$ cat src/design/base64_stream_decoder_macros.svh
// Assertion macros for the Base64 stream decoder RTL
`ifndef BASE64_STREAM_DECODER_MACROS_SVH
`define BASE64_STREAM_DECODER_MACROS_SVH

`ifndef SYNTH
// Same-cycle implication, sampled on clk, off while rst_n is low
`define B64SD_ASSERT_NOW(label, ante, cons) \
    label: assert property (@(posedge clk) disable iff (!rst_n) (ante) |-> (cons)) \
        else $error("b64sd assertion failed");
// Next-cycle implication, sampled on clk, off while rst_n is low
`define B64SD_ASSERT_NEXT(label, ante, cons) \
    label: assert property (@(posedge clk) disable iff (!rst_n) (ante) |=> (cons)) \
        else $error("b64sd assertion failed");
`else
`define B64SD_ASSERT_NOW(label, ante, cons)
`define B64SD_ASSERT_NEXT(label, ante, cons)
`endif

`endif

$ cat src/design/b64sd_pkg.sv
// Types, constants and the character map of the Base64 stream decoder
package b64sd_pkg;

    localparam int CHAR_W   = 8;
    localparam int BYTE_W   = 8;
    localparam int SEXTET_W = 6;
    localparam int COUNT_W  = 2;

    localparam logic [CHAR_W-1:0] CHAR_UPPER_A = 8'h41;
    localparam logic [CHAR_W-1:0] CHAR_UPPER_Z = 8'h5A;
    localparam logic [CHAR_W-1:0] CHAR_LOWER_A = 8'h61;
    localparam logic [CHAR_W-1:0] CHAR_LOWER_Z = 8'h7A;
    localparam logic [CHAR_W-1:0] CHAR_DIGIT_0 = 8'h30;
    localparam logic [CHAR_W-1:0] CHAR_DIGIT_9 = 8'h39;
    localparam logic [CHAR_W-1:0] CHAR_PLUS    = 8'h2B;
    localparam logic [CHAR_W-1:0] CHAR_SLASH   = 8'h2F;
    localparam logic [CHAR_W-1:0] CHAR_PAD     = 8'h3D;

    localparam logic [CHAR_W-1:0]   LOWER_BASE  = 8'd26;
    localparam logic [CHAR_W-1:0]   DIGIT_BASE  = 8'd52;
    localparam logic [SEXTET_W-1:0] VALUE_PLUS  = 6'd62;
    localparam logic [SEXTET_W-1:0] VALUE_SLASH = 6'd63;

    localparam logic [COUNT_W-1:0] COUNT_NONE  = 2'd0;
    localparam logic [COUNT_W-1:0] COUNT_ONE   = 2'd1;
    localparam logic [COUNT_W-1:0] COUNT_TWO   = 2'd2;
    localparam logic [COUNT_W-1:0] COUNT_THREE = 2'd3;

    // Position of the next counted character within its group of four
    typedef enum logic [1:0] {
        SLOT_A,
        SLOT_B,
        SLOT_C,
        SLOT_D
    } b64sd_slot_t;

    typedef struct packed {
        logic                hit;
        logic [SEXTET_W-1:0] value;
    } b64sd_sextet_t;

    typedef struct packed {
        logic [BYTE_W-1:0]  byte_first;
        logic [BYTE_W-1:0]  byte_second;
        logic [BYTE_W-1:0]  byte_third;
        logic [COUNT_W-1:0] byte_count;
        logic               end_flag;
    } b64sd_result_t;

    function automatic b64sd_sextet_t sextet_of(input logic [CHAR_W-1:0] ch);
        b64sd_sextet_t      res;
        logic [CHAR_W-1:0]  diff;
        res  = '0;
        diff = '0;
        if (ch >= CHAR_UPPER_A && ch <= CHAR_UPPER_Z)
        begin
            diff      = CHAR_W'(ch - CHAR_UPPER_A);
            res.hit   = 1'b1;
            res.value = diff[SEXTET_W-1:0];
        end
        else if (ch >= CHAR_LOWER_A && ch <= CHAR_LOWER_Z)
        begin
            diff      = CHAR_W'(ch - CHAR_LOWER_A + LOWER_BASE);
            res.hit   = 1'b1;
            res.value = diff[SEXTET_W-1:0];
        end
        else if (ch >= CHAR_DIGIT_0 && ch <= CHAR_DIGIT_9)
        begin
            diff      = CHAR_W'(ch - CHAR_DIGIT_0 + DIGIT_BASE);
            res.hit   = 1'b1;
            res.value = diff[SEXTET_W-1:0];
        end
        else if (ch == CHAR_PLUS)
        begin
            res.hit   = 1'b1;
            res.value = VALUE_PLUS;
        end
        else if (ch == CHAR_SLASH)
        begin
            res.hit   = 1'b1;
            res.value = VALUE_SLASH;
        end
        return res;
    endfunction

endpackage

$ cat src/design/b64sd_char_if.sv
// Character channel: one Base64 text character per transfer
interface b64sd_char_if;
    import b64sd_pkg::*;

    logic              valid;
    logic              ready;
    logic [CHAR_W-1:0] char_in;
    logic              msg_end;

    modport source (output valid, output char_in, output msg_end, input ready);
    modport sink (input valid, input char_in, input msg_end, output ready);
endinterface

$ cat src/design/b64sd_byte_if.sv
// Result channel: up to three decoded bytes per transfer
interface b64sd_byte_if;
    import b64sd_pkg::*;

    logic               valid;
    logic               ready;
    logic [BYTE_W-1:0]  byte_first;
    logic [BYTE_W-1:0]  byte_second;
    logic [BYTE_W-1:0]  byte_third;
    logic [COUNT_W-1:0] byte_count;
    logic               end_flag;

    modport source (
        output valid, output byte_first, output byte_second, output byte_third,
        output byte_count, output end_flag, input ready
    );
    modport sink (
        input valid, input byte_first, input byte_second, input byte_third,
        input byte_count, input end_flag, output ready
    );
endinterface

$ cat src/design/b64sd_group.sv
// Group state and decode: collects sextets and assembles the bytes of a group
`include "base64_stream_decoder_macros.svh"

module b64sd_group (
    input  logic                     clk,
    input  logic                     rst_n,
    input  logic                     step,
    input  logic [7:0]               char_in,
    input  logic                     msg_end,
    output b64sd_pkg::b64sd_result_t result,
    output logic                     emit
);
    import b64sd_pkg::*;

    b64sd_slot_t         slot_reg, slot_next;
    logic [SEXTET_W-1:0] sextet_a_reg, sextet_a_next;
    logic [SEXTET_W-1:0] sextet_b_reg, sextet_b_next;
    logic [SEXTET_W-1:0] sextet_c_reg, sextet_c_next;
    logic                group_void_reg, group_void_next;
    logic                third_pad_reg, third_pad_next;

    b64sd_sextet_t       map;
    logic                pad;
    logic                counted;
    logic                done;
    logic [SEXTET_W-1:0] val;
    logic [COUNT_W-1:0]  cnt;
    logic [BYTE_W-1:0]   b0, b1, b2;

    assign map     = sextet_of(char_in);
    assign pad     = (char_in == CHAR_PAD);
    assign counted = map.hit || pad;
    assign val     = pad ? '0 : map.value;
    assign done    = counted && (slot_reg == SLOT_D);

    always_comb
    begin
        if (group_void_reg)
            cnt = COUNT_NONE;
        else if (third_pad_reg)
            cnt = COUNT_ONE;
        else if (pad)
            cnt = COUNT_TWO;
        else
            cnt = COUNT_THREE;
    end

    // Zero every byte beyond the count
    assign b0 = (done && cnt != COUNT_NONE) ? {sextet_a_reg, sextet_b_reg[5:4]} : '0;
    assign b1 = (done && (cnt == COUNT_TWO || cnt == COUNT_THREE))
                ? {sextet_b_reg[3:0], sextet_c_reg[5:2]} : '0;
    assign b2 = (done && cnt == COUNT_THREE) ? {sextet_c_reg[1:0], val} : '0;

    assign result.byte_first  = b0;
    assign result.byte_second = b1;
    assign result.byte_third  = b2;
    assign result.byte_count  = done ? cnt : COUNT_NONE;
    assign result.end_flag    = msg_end;

    assign emit = msg_end || (done && cnt != COUNT_NONE);

    always_comb
    begin
        slot_next       = slot_reg;
        sextet_a_next   = sextet_a_reg;
        sextet_b_next   = sextet_b_reg;
        sextet_c_next   = sextet_c_reg;
        group_void_next = group_void_reg;
        third_pad_next  = third_pad_reg;
        if (step)
        begin
            if (msg_end || done)
            begin
                slot_next       = SLOT_A;
                sextet_a_next   = '0;
                sextet_b_next   = '0;
                sextet_c_next   = '0;
                group_void_next = 1'b0;
                third_pad_next  = 1'b0;
            end
            else if (counted)
            begin
                unique case (slot_reg)
                    SLOT_A:
                    begin
                        sextet_a_next   = val;
                        group_void_next = group_void_reg | pad;
                        slot_next       = SLOT_B;
                    end
                    SLOT_B:
                    begin
                        sextet_b_next   = val;
                        group_void_next = group_void_reg | pad;
                        slot_next       = SLOT_C;
                    end
                    SLOT_C:
                    begin
                        sextet_c_next  = val;
                        third_pad_next = pad;
                        slot_next      = SLOT_D;
                    end
                    SLOT_D:
                    begin
                        slot_next = SLOT_A;
                    end
                    default:
                    begin
                        slot_next = SLOT_A;
                    end
                endcase
            end
        end
    end

    always_ff @(posedge clk or negedge rst_n)
    begin
        if (!rst_n)
        begin
            slot_reg       <= SLOT_A;
            sextet_a_reg   <= '0;
            sextet_b_reg   <= '0;
            sextet_c_reg   <= '0;
            group_void_reg <= 1'b0;
            third_pad_reg  <= 1'b0;
        end
        else
        begin
            slot_reg       <= slot_next;
            sextet_a_reg   <= sextet_a_next;
            sextet_b_reg   <= sextet_b_next;
            sextet_c_reg   <= sextet_c_next;
            group_void_reg <= group_void_next;
            third_pad_reg  <= third_pad_next;
        end
    end

    `B64SD_ASSERT_NEXT(a_end_clears_group, step && msg_end, slot_reg == SLOT_A && !group_void_reg && !third_pad_reg)
    `B64SD_ASSERT_NEXT(a_ignored_holds_slot, step && !counted && !msg_end, $stable(slot_reg))
    `B64SD_ASSERT_NOW(a_mid_result_has_bytes, emit && !msg_end, result.byte_count != COUNT_NONE)
    `B64SD_ASSERT_NOW(a_third_pad_late, third_pad_reg, slot_reg == SLOT_D)

endmodule

$ cat src/design/base64_stream_decoder.sv
// Base64 stream decoder top level: input register, group decode, result register.
// A character passes the input register, then group decode, then the result register.
// Throughput: one character per cycle while the result side does not stall; decode is combinational.
// An output register decouples the sides; a stalled result holds decode, then the input.
// Reset (rst_n, asynchronous, active low) empties both registers and clears the group.
module base64_stream_decoder (
    input  logic                clk,
    input  logic                rst_n,
    b64sd_char_if.sink          text,
    b64sd_byte_if.source        data
);
    import b64sd_pkg::*;

    logic              in_valid_reg;
    logic [CHAR_W-1:0] char_reg;
    logic              end_reg;
    logic              out_valid_reg;
    b64sd_result_t     result_reg;

    logic              advance;
    b64sd_result_t     result;
    logic              emit;

    // Decode the held character when the result register can take its output
    assign advance    = in_valid_reg && (!out_valid_reg || data.ready);
    assign text.ready = !in_valid_reg || advance;

    always_ff @(posedge clk or negedge rst_n)
    begin
        if (!rst_n)
            in_valid_reg <= 1'b0;
        else if (text.ready)
            in_valid_reg <= text.valid;
    end

    always_ff @(posedge clk)
    begin
        if (text.valid && text.ready)
        begin
            char_reg <= text.char_in;
            end_reg  <= text.msg_end;
        end
    end

    b64sd_group u_group (
        .clk     (clk),
        .rst_n   (rst_n),
        .step    (advance),
        .char_in (char_reg),
        .msg_end (end_reg),
        .result  (result),
        .emit    (emit)
    );

    always_ff @(posedge clk or negedge rst_n)
    begin
        if (!rst_n)
            out_valid_reg <= 1'b0;
        else if (advance)
            out_valid_reg <= emit;
        else if (data.ready)
            out_valid_reg <= 1'b0;
    end

    always_ff @(posedge clk)
    begin
        if (advance && emit)
            result_reg <= result;
    end

    assign data.valid       = out_valid_reg;
    assign data.byte_first  = result_reg.byte_first;
    assign data.byte_second = result_reg.byte_second;
    assign data.byte_third  = result_reg.byte_third;
    assign data.byte_count  = result_reg.byte_count;
    assign data.end_flag    = result_reg.end_flag;

endmodule

$ cat src/flat_wrapper.sv
// flat-port wrapper written by rule: the top's interface ports become plain ports
module base64_stream_decoder_flat import b64sd_pkg::*;
  (clk, rst_n, text_valid, text_char_in, text_msg_end, text_ready, data_valid, data_byte_first, data_byte_second, data_byte_third, data_byte_count, data_end_flag, data_ready);
  b64sd_char_if text_i ();
  b64sd_byte_if data_i ();
  input  logic clk;
  input  logic rst_n;
  input wire logic [$bits(text_i.valid)-1:0] text_valid;
  input wire logic [$bits(text_i.char_in)-1:0] text_char_in;
  input wire logic [$bits(text_i.msg_end)-1:0] text_msg_end;
  output wire logic [$bits(text_i.ready)-1:0] text_ready;
  output wire logic [$bits(data_i.valid)-1:0] data_valid;
  output wire logic [$bits(data_i.byte_first)-1:0] data_byte_first;
  output wire logic [$bits(data_i.byte_second)-1:0] data_byte_second;
  output wire logic [$bits(data_i.byte_third)-1:0] data_byte_third;
  output wire logic [$bits(data_i.byte_count)-1:0] data_byte_count;
  output wire logic [$bits(data_i.end_flag)-1:0] data_end_flag;
  input wire logic [$bits(data_i.ready)-1:0] data_ready;
  assign text_i.valid = text_valid;
  assign text_i.char_in = text_char_in;
  assign text_i.msg_end = text_msg_end;
  assign text_ready = text_i.ready;
  assign data_valid = data_i.valid;
  assign data_byte_first = data_i.byte_first;
  assign data_byte_second = data_i.byte_second;
  assign data_byte_third = data_i.byte_third;
  assign data_byte_count = data_i.byte_count;
  assign data_end_flag = data_i.end_flag;
  assign data_i.ready = data_ready;
  base64_stream_decoder u_core (.clk(clk), .rst_n(rst_n), .text(text_i), .data(data_i));
endmodule
$ cat config.mk
export PLATFORM = sky130hd
export DESIGN_NAME = base64_stream_decoder_flat
export DESIGN_NICKNAME = d
export VERILOG_FILES = /design/src/design/b64sd_pkg.sv /design/src/design/b64sd_char_if.sv /design/src/design/b64sd_byte_if.sv /design/src/design/b64sd_group.sv /design/src/design/base64_stream_decoder.sv /design/src/flat_wrapper.sv
export VERILOG_INCLUDE_DIRS = /design/src /design/src/design
export SDC_FILE = /design/constraint.sdc
export NUM_CORES = 1
export LEC_CHECK = 0
export BUFFER_PORTS_ARGS = -buffer_cell sky130_fd_sc_hd__buf_4
export CAP_MARGIN = 20
export CORE_AREA = 2 2 73 75
export DETAILED_ROUTE_END_ITERATION = 7
export DIE_AREA = 0 0 75 77
export GPL_TIMING_DRIVEN = 0
export HOLD_SLACK_MARGIN = 0.03
export PLACE_DENSITY = 0.82
export SLEW_MARGIN = 20
export SYNTH_ARGS = -nofsm -noshare
export SYNTH_HDL_FRONTEND = slang
export SYNTH_HIERARCHICAL = 1
export SYNTH_SLANG_ARGS = --single-unit
$ cat constraint.sdc
create_clock -name clk -period 8.4 [get_ports clk]
set_input_delay 1.68 -clock clk [delete_from_list [all_inputs] [get_ports clk]]
set_output_delay 1.68 -clock clk [all_outputs]
set_load 0.05 [all_outputs]
Yosys cells after proc, flatten, opt, wreduce, memory -nomap -nowiden
Index checks and enable logic that the tools add are counted.
{"block": "totals", "regBits": 60, "in_bits": 13, "out_inout_bits": 29, "word_cells": 96}
{"block": "op_classes", "add_sub_neg": 5, "magnitude_cmp": 6, "eq_ne": 8, "mux": 29, "n_bitwise": 1, "reduce_logical": 32}
{"cell": "$mux W6", "n": 10}
{"cell": "$mux W7", "n": 5}
{"cell": "$eq A8 B6 Y1 const B", "n": 3}
{"cell": "$ge A8 B7 Y1 const B", "n": 2}
{"cell": "$le A8 B7 Y1 const B", "n": 2}
{"cell": "$reduce_bool A2 Y1", "n": 7}
{"cell": "$reduce_and A3 Y1", "n": 4}
{"cell": "$sub A6 B6 Y6 const B", "n": 2}
{"cell": "$logic_and A1 B1 Y1", "n": 10}
{"cell": "$mux W1", "n": 9}
{"cell": "$eq A2 B2 Y1 const B", "n": 4}
{"cell": "$ge A8 B6 Y1 const B", "n": 1}
{"cell": "$le A8 B6 Y1 const B", "n": 1}
{"cell": "$mux W2", "n": 4}
{"cell": "$pmux W2 S4", "n": 1}
{"cell": "$add A6 B5 Y6 const B", "n": 1}
{"cell": "$add A6 B6 Y6 const B", "n": 1}
{"cell": "$logic_or A1 B1 Y1", "n": 6}
{"cell": "$sub A6 B1 Y6 const B", "n": 1}
{"cell": "$eq A2 B1 Y1 const B", "n": 1}
{"cell": "$logic_not A1 Y1", "n": 2}
{"cell": "$logic_not A2 Y1", "n": 1}
{"cell": "$reduce_and A2 Y1", "n": 1}
{"cell": "$reduce_or A2 Y1", "n": 1}
{"cell": "$or A1 B1 Y1", "n": 1}

Logic depth before layout (Yosys ltp)
{"block": "logic_depth", "word_depth": 11, "ltp_mapped": 9, "depth_no_buf": 9}

Cells and area by module
Netlist, hierarchy kept.
{"mod": "b64sd_group", "n_inst": 1, "cells_per_inst": 191, "area_per_inst_um2": 1730.4, "seq_area_each_um2": 550.5}
{"mod": "base64_stream_decoder", "n_inst": 1, "cells_per_inst": 46, "area_per_inst_um2": 1189.9, "seq_area_each_um2": 1131.1}

Worst setup path before layout
Ideal clock, no wire load.
{"block": "synth_path", "kind": "input to output", "startpoint": "input data_ready", "endpoint": "output text_ready", "t_arrival_ns": 1.922, "required_time_ns": 6.720, "path_slack_ns": 4.798, "stages": 1, "n_path_buf": 0, "cell_sequence": "nand3b_4"}
{"block": "synth_between", "elab_chain_len": 3}
{"item": "from (decl)", "line": "flat_wrapper.sv:18", "text": "input wire logic [$bits(data_i.ready)-1:0] data_ready;"}
{"item": "$logic_or A1 B1 Y1", "line": "base64_stream_decoder.sv:25", "text": "assign advance = in_valid_reg && (!out_valid_reg || data.ready);"}
{"item": "$logic_and A1 B1 Y1", "line": "base64_stream_decoder.sv:25"}
{"item": "$logic_or A1 B1 Y1", "line": "base64_stream_decoder.sv:26", "text": "assign text.ready = !in_valid_reg || advance;"}
{"item": "to (decl)", "line": "flat_wrapper.sv:11", "text": "output wire logic [$bits(text_i.ready)-1:0] text_ready;"}
No other way between the ends.

Final worst setup path
Same ends and word-level chain as after synthesis.

==> impl_metrics.csv <==
group,metric,value,unit
status,status,"finished, final reports clean",
floorplan,die_w,75,microns
logic_synthesis,synth_cell_types,54,
global_route,antenna_violations_before_repair,0,
route,totalWireLength,5665,microns
sta,maxSlewHeadroom,0.5105,
power_and_ir_drop,leakage,1.482,nW
setup_path,cp_data_required_time,6720,ps
route,wl_per_cell,15.56,microns
route,drtIter0Drc,137,
logic_synthesis,yosysSeqAreaShare,0.5758,
sta,achievable-frequency,261.9,MHz
logic_synthesis,yosysWarningCount,6,
cts,cts_buffer_depth,2,
route,routed-via-count,2002,
sta,fin_setup_tns,0,ps
global_route,grt_first_pass_wirelength,9156,microns
sta,finalWorstPathRequiredPeriod,3819,ps
logic_synthesis,commonest_register_cell_after_synthesis,"sky130_fd_sc_hd__edfxtp_1",
route,antenna_left,0,
logic_synthesis,syn_area_per_cell,12.32,sq um
cts,htree_num_levels,3,
sta,timing.clock.skew,9.479,ps
cts,clk_pin_slew_worst_paths,70,ps
sta,finalHoldWorstSlack,482.8,ps
route,drt_first_pass_iters,4,
setup_path,cp_data_arrival_time,2140,ps
logic_synthesis,async_reset_ff_frac,0.4000,
cts,numClockSinks,60,
place,placedInstanceArea,3323,sq um
run,cap_violations,0,
logic_synthesis,syn-num-nets,263,
power_and_ir_drop,worst_ir_drop_vdd,0.1409,mV
place,placer_congestion,0.9163,
final_layout,diodes,0,
floorplan,floorplan.core_area,4977,sq um
sta,rsz0062_at_grt,"false",
setup_path,r2r-start,"u_core/char_reg[3]$_DFFE_PP_",
global_route,grt_start_max_net_pins,28,
place,post-place-ws,4578,ps
sta,finalSetupViolCount,0,
global_route,track_usage,0.2129,
logic_synthesis,synth.cell_area,2920,sq um
setup_path,worstPathMaxFanout,3,
worst_hold_path,hold_path_startpoint,"u_core/u_group/sextet_b_reg[2]$_DFFE_PN0P_",
floorplan,io_pins,42,
sta,post-route-period-util,0.4546,
sta,setup_slack,4581,ps
power_and_ir_drop,power.density_cell_area,204.1,nW/um^2
setup_path,endpoint_kind,"output pin",
logic_synthesis,number_of_enable_type_register_cells_in_the_synthesized_netlist,36,
sta,timing.final.hold_violations,0,
global_route,grt-ovfl-total,0,
final_layout,finalInstanceArea,3538,sq um
sta,slew_violations,0,
worst_hold_path,classification_of_the_worst_slack_hold_path,"reg2reg",
route,drc,0,
cts,post_cts_repair_resize_count,0,
floorplan,std_cell_rows,26,
setup_path,criticalPathCategory,"in2out",
final_layout,finalNetCount,315,
floorplan,die_y,77,microns
place,placement.io_buffers,41,
cts,clock_tree_from_tritoncts,"done",
floorplan,fp.dieArea,5775,sq um
global_route,grt_pass1_vias,1899,
setup_path,critPathLaunchType,"primary input",
cts,insertion_delay,330,ps
final_layout,drive_above_1_share,0.2483,
logic_synthesis,ys_ff_latch,60,
cts,cts-root-buf,"sky130_fd_sc_hd__clkbuf_8",
final_layout,flow.area_growth_from_synthesis,21.17,%
floorplan,initial_utilization,0.5867,
route,via_per_inst,5.500,
logic_synthesis,synth_cells,237,
place,dp_hpwl,4120,microns
cts,cts_inserted_buffers,9,
cts,cts_hold_buffers,0,
sta,worst_pin_slew,732.7,ps
setup_path,timing.critical_path.from,"data_ready",
cts,postCtsSetupRepairBufs,0,
-- cell usage after synthesis (2+ instances only) --
library cell | n | share of area
sky130_fd_sc_hd__nand3_1 | 6 | 0.010
sky130_fd_sc_hd__nor2_1 | 10 | 0.013
sky130_fd_sc_hd__o21ai_1 | 3 | 0.0051
sky130_fd_sc_hd__o2bb2ai_1 | 7 | 0.021
sky130_fd_sc_hd__and2_1 | 19 | 0.041
sky130_fd_sc_hd__edfxtp_1 | 36 | 0.37
sky130_fd_sc_hd__dfrtp_1 | 24 | 0.21
sky130_fd_sc_hd__and3_1 | 5 | 0.011
sky130_fd_sc_hd__nor2b_1 | 4 | 0.0086
sky130_fd_sc_hd__a32o_1 | 8 | 0.027
sky130_fd_sc_hd__a21o_1 | 3 | 0.0077
sky130_fd_sc_hd__nand2b_1 | 3 | 0.0064
sky130_fd_sc_hd__nand2_1 | 21 | 0.027
sky130_fd_sc_hd__a21oi_1 | 9 | 0.015
sky130_fd_sc_hd__o21ai_0 | 6 | 0.010
sky130_fd_sc_hd__a22o_1 | 6 | 0.018
sky130_fd_sc_hd__nand4_1 | 2 | 0.0043
sky130_fd_sc_hd__ha_1 | 13 | 0.056
sky130_fd_sc_hd__xnor2_1 | 4 | 0.012
sky130_fd_sc_hd__a211oi_2 | 2 | 0.0086
sky130_fd_sc_hd__inv_1 | 12 | 0.015
sky130_fd_sc_hd__buf_2 | 2 | 0.0034
-- stage by stage --
stage / instances / power (W) / util
finish: 364 / 0.0007221 / 0.7109
global route: 364 / 0.0007481 / 0.7109
CTS: 364 / 0.0007266 / 0.7109
detailed placement: 348 / 0.0004538 / 0.6677
global placement: 348 / 0.0004502 / 0.6662
floorplan: 237 / 0.0004201 / -
-- placed cells by master (no fill, tap or decap), types with 5 or more instances in the layout --
| cell | n |
|---|---|
| sky130_fd_sc_hd__nand3_1 | 6 |
| sky130_fd_sc_hd__a22o_1 | 6 |
| sky130_fd_sc_hd__o2bb2ai_1 | 7 |
| sky130_fd_sc_hd__nand2_1 | 21 |
| sky130_fd_sc_hd__buf_4 | 42 |
| sky130_fd_sc_hd__ha_1 | 13 |
| sky130_fd_sc_hd__nor2_1 | 10 |
| sky130_fd_sc_hd__a32o_1 | 8 |
| sky130_fd_sc_hd__inv_1 | 12 |
| sky130_fd_sc_hd__and3_1 | 5 |
| sky130_fd_sc_hd__clkbuf_8 | 9 |
| sky130_fd_sc_hd__edfxtp_1 | 36 |
| sky130_fd_sc_hd__o21ai_0 | 6 |
| sky130_fd_sc_hd__a21oi_1 | 9 |
| sky130_fd_sc_hd__dfrtp_1 | 24 |
| sky130_fd_sc_hd__and2_1 | 19 |
-- critical path, cell delays in order --
cell and delay (ps):
sky130_fd_sc_hd__buf_4 110, sky130_fd_sc_hd__nand3b_4 150, sky130_fd_sc_hd__buf_4 190
-- report_power, final --
group          internal (W)  switching, W  total, W
combinational     0.0000362     0.0000726  0.000109
clock              0.000165      0.000108  0.000274
sequential         0.000330    0.00000989  0.000340
-- area by class of cell --
type	instances	area, sq um
fill	353	1439
buffer	5	25.02
clock inverter	7	91.34
clock buffer	9	123.9
tap	70	87.58
sequential	60	1682
inverter	12	45.04
timing repair buffer	41	307.8
multi-input combinational	160	1176
-- worst paths after layout --
check / slack (ps) / cells after the start / endpoint
min: 480 / 1 / u_core/u_group/sextet_b_reg[2]$_DFFE_PN0P_
max in group asynchronous: 6920 / 1 / u_core/u_group/sextet_c_reg[2]$_DFFE_PN0P_
min reg2reg: 480 / 1 / u_core/u_group/sextet_b_reg[2]$_DFFE_PN0P_
max reg2reg: 4960 / 9 / u_core/data.byte_third[1]$_DFFE_PP_
max: 4580 / 3 / text_ready
min in group asynchronous: 1230 / 1 / u_core/u_group/slot_reg[0]$_DFFE_PN0P_
-- kinds of logic (layout without fill, tap and decap cells) --
group	Yosys count	after routing	share of synthesized area
xor+xnor	4	4	0.01200
flops	60	60	0.5758
fa+ha+maj	13	13	0.05570
compound gates	60	60	0.1662
mux	1	1	0.003856
simple gates	82	82	0.1624
buf+inv	17	74	0.02399
-- layer usage --
layer / vias to the layer above / GRT usage / part of all wire
met3: 9 / 0.04336 / 0.048
met2: 69 / 0.3289 / 0.48
met4: 0 / 0.09107 / 0.017
li1: 984 / - / -
met1: 940 / 0.2893 / 0.46
met5: - / 0 / 0
Power figures use the tool's default switching activity.
